$ cat config.mk
export PLATFORM = sky130hd
export DESIGN_NAME = sorted_priority_queue_top
export DESIGN_NICKNAME = d
export VERILOG_FILES = /design/src/rtl/core/spq_pkg.sv /design/src/rtl/core/spq_cell.sv /design/src/rtl/core/sorted_priority_queue_top.sv
export SDC_FILE = /design/constraint.sdc
export NUM_CORES = 2
export LEC_CHECK = 0
export BUFFER_PORTS_ARGS = -buffer_cell sky130_fd_sc_hd__buf_2
export CAP_MARGIN = 30
export CORE_ASPECT_RATIO = 1.75
export CORE_MARGIN = 8
export CORE_UTILIZATION = 30
export DETAILED_ROUTE_END_ITERATION = 8
export PLACE_DENSITY_LB_ADDON = 0.05
export SYNTH_ARGS = -nofsm -noshare
export SYNTH_HDL_FRONTEND = slang
export SYNTH_SLANG_ARGS = --single-unit
$ cat constraint.sdc
create_clock -name aclk -period 8.2 [get_ports aclk]
set_input_delay 0 -clock aclk [delete_from_list [all_inputs] [get_ports aclk]]
set_output_delay 0 -clock aclk [all_outputs]
set_load 0.01 [all_outputs]
$ cat src/rtl/core/spq_pkg.sv
package spq_pkg;

    // Default number of cells in the chain.
    localparam int DefaultDepth = 16;

    // Widths fixed by the transfer format.
    localparam int ValueW     = 32;
    localparam int PrioW      = 8;
    localparam int StatusW    = 2;
    localparam int OccupancyW = 5;

    // Input action codes carried on s_tuser.
    typedef enum logic {
        ACT_ENQUEUE = 1'b0,
        ACT_DEQUEUE = 1'b1
    } action_t;

    // Result status codes carried on m_tuser.
    typedef enum logic [StatusW-1:0] {
        ST_OK        = 2'd0,
        ST_UNDERFLOW = 2'd1,
        ST_FULL      = 2'd2
    } status_t;

    // Operation broadcast to every cell in the same cycle.
    typedef enum logic [1:0] {
        OP_IDLE = 2'd0,
        OP_PUSH = 2'd1,
        OP_POP  = 2'd2
    } cell_op_t;

    // One stored entry.
    typedef struct packed {
        logic signed [ValueW-1:0] value;
        logic [PrioW-1:0]         prio;
    } entry_t;

    // Command seen by all cells.
    typedef struct packed {
        cell_op_t op;
        entry_t   item;
    } cell_cmd_t;

endpackage

$ cat src/rtl/core/spq_cell.sv
module spq_cell (
    input  logic               aclk,
    input  spq_pkg::cell_cmd_t cmd,
    input  logic               occupied,
    input  logic               left_keep,
    input  spq_pkg::entry_t    left_entry,
    input  spq_pkg::entry_t    right_entry,
    output spq_pkg::entry_t    entry,
    output logic               keep
);

    spq_pkg::entry_t entry_reg;
    spq_pkg::entry_t entry_next;

    // An occupied cell of equal or higher priority stays ahead of a new entry.
    assign keep  = occupied && (entry_reg.prio >= cmd.item.prio);
    assign entry = entry_reg;

    // On a push the first non-keeping cell takes the new entry and the cells
    // behind it shift toward the tail; on a pop every cell moves toward the head.
    always_comb begin
        entry_next = entry_reg;
        unique case (cmd.op)
            spq_pkg::OP_PUSH: begin
                if (keep) begin
                    entry_next = entry_reg;
                end else if (left_keep) begin
                    entry_next = cmd.item;
                end else begin
                    entry_next = left_entry;
                end
            end
            spq_pkg::OP_POP: begin
                entry_next = right_entry;
            end
            default: begin
                entry_next = entry_reg;
            end
        endcase
    end

    always_ff @(posedge aclk) begin
        entry_reg <= entry_next;
    end

endmodule

$ cat src/rtl/core/sorted_priority_queue_top.sv
// Sorted priority queue built as a chain of cells, head at cell 0.
// Slave channel: s_tuser selects enqueue (0) or dequeue (1); s_tdata carries
// the value and its priority. Each accepted transfer yields exactly one
// result transfer on the master channel: the dequeued value (zero otherwise),
// a status code on m_tuser and the occupancy after the operation.
// Entries leave in descending priority order and in arrival order among
// equal priorities. An enqueue into a full queue is dropped with status full;
// a dequeue of an empty queue reports underflow and changes nothing.
// The result is registered and shown in the cycle after the input transfer.
// Every cell compares and shifts in parallel, so one item is taken each cycle
// while the receiver takes each result; the single result register sets this rate.
// When the receiver stalls, the result register holds its transfer and
// s_tready stays low until it is taken; a taken result frees the slot in the
// same cycle for the next input.
// After reset the queue is empty and no result is pending. The cell contents
// are not cleared; only cells below the entry count are ever read.
module sorted_priority_queue_top #(
    parameter int DEPTH = spq_pkg::DefaultDepth
) (
    input  logic        aclk,
    input  logic        aresetn,
    input  logic        s_tvalid,
    output logic        s_tready,
    input  logic [39:0] s_tdata,   // item_value [31:0], item_priority [39:32]
    input  logic        s_tuser,   // action [0]
    output logic        m_tvalid,
    input  logic        m_tready,
    output logic [39:0] m_tdata,   // head_value [31:0], occupancy [36:32], zero above
    output logic [1:0]  m_tuser    // status [1:0]
);

    localparam int CountW = $clog2(DEPTH + 1);

    spq_pkg::cell_cmd_t cmd;
    spq_pkg::entry_t    cell_entry [DEPTH];
    logic [DEPTH-1:0]   cell_keep;
    logic [DEPTH-1:0]   cell_occ;

    logic [CountW-1:0]  count_reg, count_next;
    logic               m_valid_reg;
    logic signed [spq_pkg::ValueW-1:0] head_reg, head_next;
    spq_pkg::status_t   status_reg, status_next;
    logic [spq_pkg::OccupancyW-1:0] occ_reg, occ_next;
    logic [31:0]        count_ext;

    logic               in_fire;
    logic               is_full;
    logic               is_empty;
    spq_pkg::action_t   action;

    assign action   = spq_pkg::action_t'(s_tuser);
    assign s_tready = !m_valid_reg || m_tready;
    assign in_fire  = s_tvalid && s_tready;
    assign is_full  = (count_reg == CountW'(DEPTH));
    assign is_empty = (count_reg == '0);

    // Command decode for the chain.
    always_comb begin
        cmd.item.value = s_tdata[31:0];
        cmd.item.prio  = s_tdata[39:32];
        cmd.op         = spq_pkg::OP_IDLE;
        if (in_fire) begin
            if (action == spq_pkg::ACT_ENQUEUE) begin
                if (!is_full) begin
                    cmd.op = spq_pkg::OP_PUSH;
                end
            end else if (!is_empty) begin
                cmd.op = spq_pkg::OP_POP;
            end
        end
    end

    // The row of cells; each sees its neighbors, and the end cells see their one neighbor.
    for (genvar i = 0; i < DEPTH; i++) begin : g_cell
        assign cell_occ[i] = (CountW'(i) < count_reg);
        spq_cell u_cell (
            .aclk        (aclk),
            .cmd         (cmd),
            .occupied    (cell_occ[i]),
            .left_keep   ((i == 0) ? 1'b1 : cell_keep[(i == 0) ? 0 : i - 1]),
            .left_entry  (cell_entry[(i == 0) ? 0 : i - 1]),
            .right_entry (cell_entry[(i == DEPTH - 1) ? i : i + 1]),
            .entry       (cell_entry[i]),
            .keep        (cell_keep[i])
        );
    end

    // Next count and result fields.
    always_comb begin
        count_next  = count_reg;
        head_next   = '0;
        status_next = spq_pkg::ST_OK;
        if (action == spq_pkg::ACT_ENQUEUE) begin
            if (is_full) begin
                status_next = spq_pkg::ST_FULL;
            end else begin
                count_next = count_reg + CountW'(1);
            end
        end else if (is_empty) begin
            status_next = spq_pkg::ST_UNDERFLOW;
        end else begin
            count_next = count_reg - CountW'(1);
            head_next  = cell_entry[0].value;
        end
        count_ext = 32'(count_next);
        occ_next  = count_ext[spq_pkg::OccupancyW-1:0];
    end

    // Entry count and the result register.
    always_ff @(posedge aclk) begin
        if (!aresetn) begin
            count_reg   <= '0;
            m_valid_reg <= 1'b0;
        end else begin
            if (in_fire) begin
                count_reg   <= count_next;
                m_valid_reg <= 1'b1;
            end else if (m_tready) begin
                m_valid_reg <= 1'b0;
            end
        end
    end

    always_ff @(posedge aclk) begin
        if (in_fire) begin
            head_reg   <= head_next;
            status_reg <= status_next;
            occ_reg    <= occ_next;
        end
    end

    assign m_tvalid = m_valid_reg;
    assign m_tdata  = {3'b000, occ_reg, head_reg};
    assign m_tuser  = status_reg;

    // Occupied cells must stay in non-increasing priority order.
    logic order_ok;
    always_comb begin
        order_ok = 1'b1;
        for (int k = 0; k < DEPTH - 1; k++) begin
            if (cell_occ[k + 1] && (cell_entry[k].prio < cell_entry[k + 1].prio)) begin
                order_ok = 1'b0;
            end
        end
    end

    a_count_bound: assert property (@(posedge aclk) disable iff (!aresetn)
        count_reg <= CountW'(DEPTH))
        else $error("entry count exceeds depth");

    a_order: assert property (@(posedge aclk) disable iff (!aresetn)
        order_ok)
        else $error("cell chain out of priority order");

    a_push_count: assert property (@(posedge aclk) disable iff (!aresetn)
        cmd.op == spq_pkg::OP_PUSH |=> count_reg == $past(count_reg) + CountW'(1))
        else $error("push did not grow the queue");

    a_full_status: assert property (@(posedge aclk) disable iff (!aresetn)
        in_fire && status_next == spq_pkg::ST_FULL |-> is_full && cmd.op == spq_pkg::OP_IDLE)
        else $error("full reported while space remains");

    a_pop_head: assert property (@(posedge aclk) disable iff (!aresetn)
        cmd.op == spq_pkg::OP_POP |=> head_reg == $past(cell_entry[0].value))
        else $error("dequeued value is not the head entry");

endmodule
### Yosys cells after proc, flatten, opt, wreduce, memory -nomap -nowiden

Index checks and enable logic that the tools add are counted.
W data, S select, Z words.

| word-level totals | value |
|---|---|
| output and inout bits | 44 |
| input bits | 45 |
| logic and storage cells | 187 |
| bits in registers | 685 |

| cells by class | value |
|---|---|
| equal/unequal tests | 18 |
| mux-type cells | 57 |
| bitwise operators | 2 |
| add/subtract/negate cells | 2 |
| reduce and logical (&&, ||, !) cells | 39 |
| magnitude comparators | 32 |

Operator list:

| cell | count |
|---|---|
| $mux W40 | 30 |
| $pmux W40 S2 | 15 |
| $ge A8 B8 Y1 | 16 |
| $lt A4 B5 Y1 const A | 8 |
| $reduce_and A2 Y1 | 16 |
| $ne A2 B2 Y1 const B | 15 |
| $lt A3 B5 Y1 const A | 4 |
| $logic_and A1 B1 Y1 | 17 |
| $mux W5 | 3 |
| $lt A1 B5 Y1 const A | 2 |
| $lt A2 B5 Y1 const A | 2 |
| $mux W2 | 5 |
| $add A5 B1 Y5 const B | 1 |
| $eq A5 B5 Y1 const B | 1 |
| $logic_not A5 Y1 | 1 |
| $sub A5 B1 Y5 const B | 1 |
| $mux W1 | 4 |
| $reduce_bool A2 Y1 | 2 |
| $eq A2 B1 Y1 const B | 1 |
| $eq A2 B2 Y1 const B | 1 |
| $not A1 Y1 | 2 |
| $reduce_or A2 Y1 | 1 |
| $logic_not A1 Y1 | 1 |
| $logic_or A1 B1 Y1 | 1 |

### Logic depth before layout (Yosys ltp)

| depth | value |
|---|---|
| word-level depth | 7 |
| gate-level depth with buffers | 12 |
| gate-level depth less buffers | 7 |

### Modules after synthesis

A second synthesis with hierarchy kept.

| second synthesis, totals | value |
|---|---|
| cells, all modules | 3,457 |
| area, all modules | 38,150.3 um2 |

By module, submodules not included:

| module | sequential area each (um2) | instances | area an instance (um2) | cells an instance |
|---|---|---|---|---|
| spq_cell at g_cell[0].u_cell ... | 1,201.2 | 9 | 2,249.7 | 205 |
| spq_cell at g_cell[3].u_cell ... | 1,201.2 | 7 | 2,253.4 | 205 |
| sorted_priority_queue_top | 1,291.2 | 1 | 2,129.5 | 177 |

### Worst setup path before layout

OpenSTA, ideal clock, no wires.

| timing | value |
|---|---|
| path type | reg2reg |
| from | register m_valid_reg (netlist: m_tvalid) |
| to | register g_cell[0].u_cell.entry_reg, in the netlist g_cell[0].u_cell.entry[0] (enable) |
| period minus slack after synthesis | 5.496 ns |
| data arrival time | 5.003 ns |
| slack | 2.704 ns |
| required time | 7.707 ns |
| path buffers | 1 |
| library setup time | 0.493 ns |
| stages on the path, launching flop included | 7 |
| path through | dfxtp_1 -> nand2b_1 -> nand2_1 -> inv_1 -> nand2_1 -> clkbuf_1 -> o21ai_0 |

| on the way | value |
|---|---|
| cells in the longest elaborated chain, start to end | 7 |
| elaborated cells on any way between the ends | 9 |
| those cells by class | 3 x eq/ne; 1 x mux; 5 x reduce/logical |

RTL lines:

| item | RTL line | source |
|---|---|---|
| start, declared | sorted_priority_queue_top.sv:40 | `logic m_valid_reg;` |
| start signal, assigned | sorted_priority_queue_top.sv:113 | `m_valid_reg <= 1'b0;` |
| start signal, assigned | sorted_priority_queue_top.sv:117 | `m_valid_reg <= 1'b1;` |
| start signal, assigned | sorted_priority_queue_top.sv:119 | `m_valid_reg <= 1'b0;` |
| $logic_not A1 Y1 * | sorted_priority_queue_top.sv:52 | `assign s_tready = !m_valid_reg \|\| m_tready;` |
| $logic_or A1 B1 Y1 * | sorted_priority_queue_top.sv:52 |  |
| named net s_tready | sorted_priority_queue_top.sv:23 | `output logic s_tready,` |
| $logic_and A1 B1 Y1 * | sorted_priority_queue_top.sv:53 | `assign in_fire = s_tvalid && s_tready;` |
| named net in_fire | sorted_priority_queue_top.sv:46 | `logic in_fire;` |
| $mux W2 * | sorted_priority_queue_top.sv:62 | `if (in_fire) begin` |
| $eq A2 B1 Y1 / $eq A2 B2 Y1 (equally long branches) | n/a |  |
| $ne A2 B2 Y1 (no line) / $reduce_bool A2 Y1 (equally long branches) | n/a |  |
| $reduce_and A2 Y1 (no line) * | n/a |  |
| end signal, assigned | spq_cell.sv:43 | `entry_reg <= entry_next;` |
| end, declared | spq_cell.sv:12 | `spq_pkg::entry_t entry_reg;` |

The timed path passes the listed nets; every way through them passes the cells marked *.
A chain may end at the register's enable or synchronous reset.

==> impl_metrics.tcl <==
set metrics [dict create \
    tns_ns 0 \
    die_h_um 486 \
    postLayoutCoreUtil 0.336 \
    worst-path-max-fanout 160 \
    cts.path.max_buffers 3 \
    drtIter0Drc 3238 \
    tritoncts "built" \
    cts_setup_buffers 0 \
    cp_common_cell "buf_4" \
    grt_pass1_wl_um 231000 \
    hpwl_um 95600 \
    grtUsageTotal 0.225 \
    cp.depth 10 \
    core_um2 125000 \
    ir_drop_mv 0.152 \
    synth.distinct_cells 56 \
    hold_viol_final 0 \
    critPathLaunchType "register" \
    slew_viol_final 0 \
    rows 172 \
    initial_core_util 0.302 \
    cts_root_buf "clkbuf_16" \
    cp.required_ns 8.60 \
    ioPinCount 89 \
    critPathKind "reg2reg" \
    synthCells 3282 \
    ys.flop_type "edfxtp_1" \
    finalPower_mw 11.6 \
    skew_ns 0.0221 \
    total_leakage_power_nw 16.2 \
    fin_crit_sh 0.542 \
    htreeDepth 3 \
    cp_top_family "buffers and inverters" \
    ys_async_sr_fraction 0 \
    gp_congestion 0.810 \
    placedCellCount 4723 \
    critPathArrivalTime_ns 4.84 \
    grt_max_degree 183 \
    worstSkewPairLatency_ns 0.67 \
    post_cts_resized 0 \
    status "finished, final reports clean" \
    synth.area.top_cells "edfxtp_1 (54%), a221o_1 (15%), a21oi_1 (6.8%)" \
    yosysSeqAreaShare 0.541 \
    fill_cells 12534 \
    rsz0062_at_grt "false" \
    critical_path_buf_inv_count 4 \
    io_buffers 85 \
    antenna_found_initial 6 \
    worst_setup_path_end_kind "register" \
    synth_edf_count 679 \
    detail-route-antenna-nets 0 \
    synth.avg_cell_area_um2 11.5 \
    min_delay_path_depth 3 \
    min_path_type "in2reg" \
    finalSetupViolCount 0 \
    slowest_stage "buf_4" \
    largest_reg_flops 640 \
    grt_pass1_vias 30853 \
    drc_errors 0 \
    relSlewSlack 0.305 \
    area_delta_synth_final_pct 11.2 \
    maxCapViolCount 0 \
    ff2ff_path_depth 10 \
    holdBufCountCts 42 \
    ys_warn_count 0 \
    finalWirelength_um 162000 \
    synth_largest_area_cell "edfxtp_1" \
    numClockSinks 685 \
    ys_ff_latch 685 \
    die_x_um 285 \
    path_cells "inv_1, ha_1, or4b_2, buf_4, nand2_4, nor2_4, buf_4, buf_12, a211oi_1, a221o_1" \
    layoutNonFillerInstCount 4895 \
    die_area_um2 138000 \
    grt_overflow 0 \
    dr_total_vias 29952 \
    power_density_nw_per_um2 275 \
    nets 3368 \
    tightestPinTransition_ns 1.04 \
    synth_top_area_share 0.538 \
    drive_gt1_frac 0.123 \
    wire_per_inst_um 33.0 \
    clk_pin_slew_ns 0.06 \
    via_per_inst 6.12 \
    fmax_mhz 225 \
    layout_min_cycle_time_ns 4.44 \
    synth_area_um2 37900 \
    slowest_delay_ns 0.68 \
    cts_buffers 76 \
    drt_first_pass_iters 6 \
]
==> report_power, final <==
| group | leakage, nW | internal [mW] | switching [mW] |
|---|---|---|---|
| clock network | 1.09 | 1.84 | 1.55 |
| logic | 8.66 | 1.08 | 2.15 |
| registers | 6.50 | 4.64 | 0.335 |
| total | 16.2 | 7.56 | 4.03 |
==> kinds of logic (layout without fill, tap and decap cells) <==
family	count (synthesis)	count (layout)	share of synthesized area
adders and majority gates	132	132	0.0436
AOI/OAI and AO/OA	1262	1262	0.252
DFF	685	685	0.541
muxes	42	42	0.0125
other	1	5	0.0000990
buffers and inverters	439	395	0.0666
and+or+nand+nor	718	718	0.0836
xor gates and xnor gates	3	3	0.000694
==> through the flow <==
| stage | worst slack (ns) | hold slack [ns] | cell area, um^2 |
|---|---|---|---|
| floorplan | 2.70 | 0.122 | 37900 |
| global placement | 3.77 | 0.291 | 39200 |
| detailed placement | 3.84 | 0.308 | 39400 |
| CTS | 3.79 | 0.0165 | 42100 |
| global route | 3.52 | 0.106 | 42100 |
| finish | 3.76 | 0.0909 | 42100 |
==> layer usage <==
metal / vias to the layer above / GRT usage / routed length (um)
li1: 12786 / - / -
met1: 15486 / 0.266 / 62300
met2: 1382 / 0.400 / 82500
met3: 298 / 0.0332 / 9280
met4: 0 / 0.104 / 7730
met5: - / 0 / 0
==> worst reg2reg max path, stage by stage (launching register included) <==
cell and delay (ns):
dfxtp_1 0.60, inv_1 0.24, ha_1 0.32, or4b_2 0.26, buf_4 0.52, nand2_4 0.11, nor2_4 0.14, buf_4 0.68
buf_12 0.60, a211oi_1 0.39, a221o_1 0.31
==> Yosys cell counts (16+ instances only) <==
master and number:
buf_4 55, clkbuf_1 204, and3_1 73, nand2_1 524
o21ai_1 16, a21oi_1 517, nor2_1 18, buf_6 79
a221o_1 560, edfxtp_1 679, nand2b_1 19, o21ai_0 22
ha_1 132, buf_2 60, a21o_1 61, inv_1 28
and2_1 62, mux2_2 41
==> layout make-up <==
class,instances,area (um^2),area share
clock inverter,27,229,0.00544
inverter,28,105,0.00250
antenna,2,5.00,0.000119
timing repair buffer,240,1900,0.0452
tap,1653,2070,0.0491
multi-input combinational,2160,15300,0.363
sequential,685,20500,0.487
clock buffer,100,2010,0.0478
==> final timing paths <==
path                               start                     endpoint  slack, ns
min reg2reg  g_cell[15].u_cell.entry[15]  g_cell[14].u_cell.entry[15]       0.55
max                         count_reg[0]    g_cell[1].u_cell.entry[0]       3.76
max reg2reg                 count_reg[0]    g_cell[1].u_cell.entry[0]       3.76
min                              s_tuser                   m_tuser[1]       0.09
==> cell usage in the layout (no fill, tap or decap), types with 7 or more instances in the layout <==
cell type and instances:
edfxtp_1 679, ha_1 132, nor2_1 14, a211o_1 14
a221o_1 560, clkbuf_16 77, and2_1 49, dlygate4sd3_1 42
inv_1 27, a211oi_1 14, buf_4 96, o2111ai_1 13
clkbuf_1 23, a21o_1 58, and2_2 7, and3_1 73
nand2b_1 16, nand2_1 520, a221oi_1 14, o21ai_0 8
buf_12 11, o21ai_4 29, buf_2 85, clkinv_1 14
mux2_2 41, a31oi_1 15, a21oi_1 516
Power figures use the tool's default switching activity.
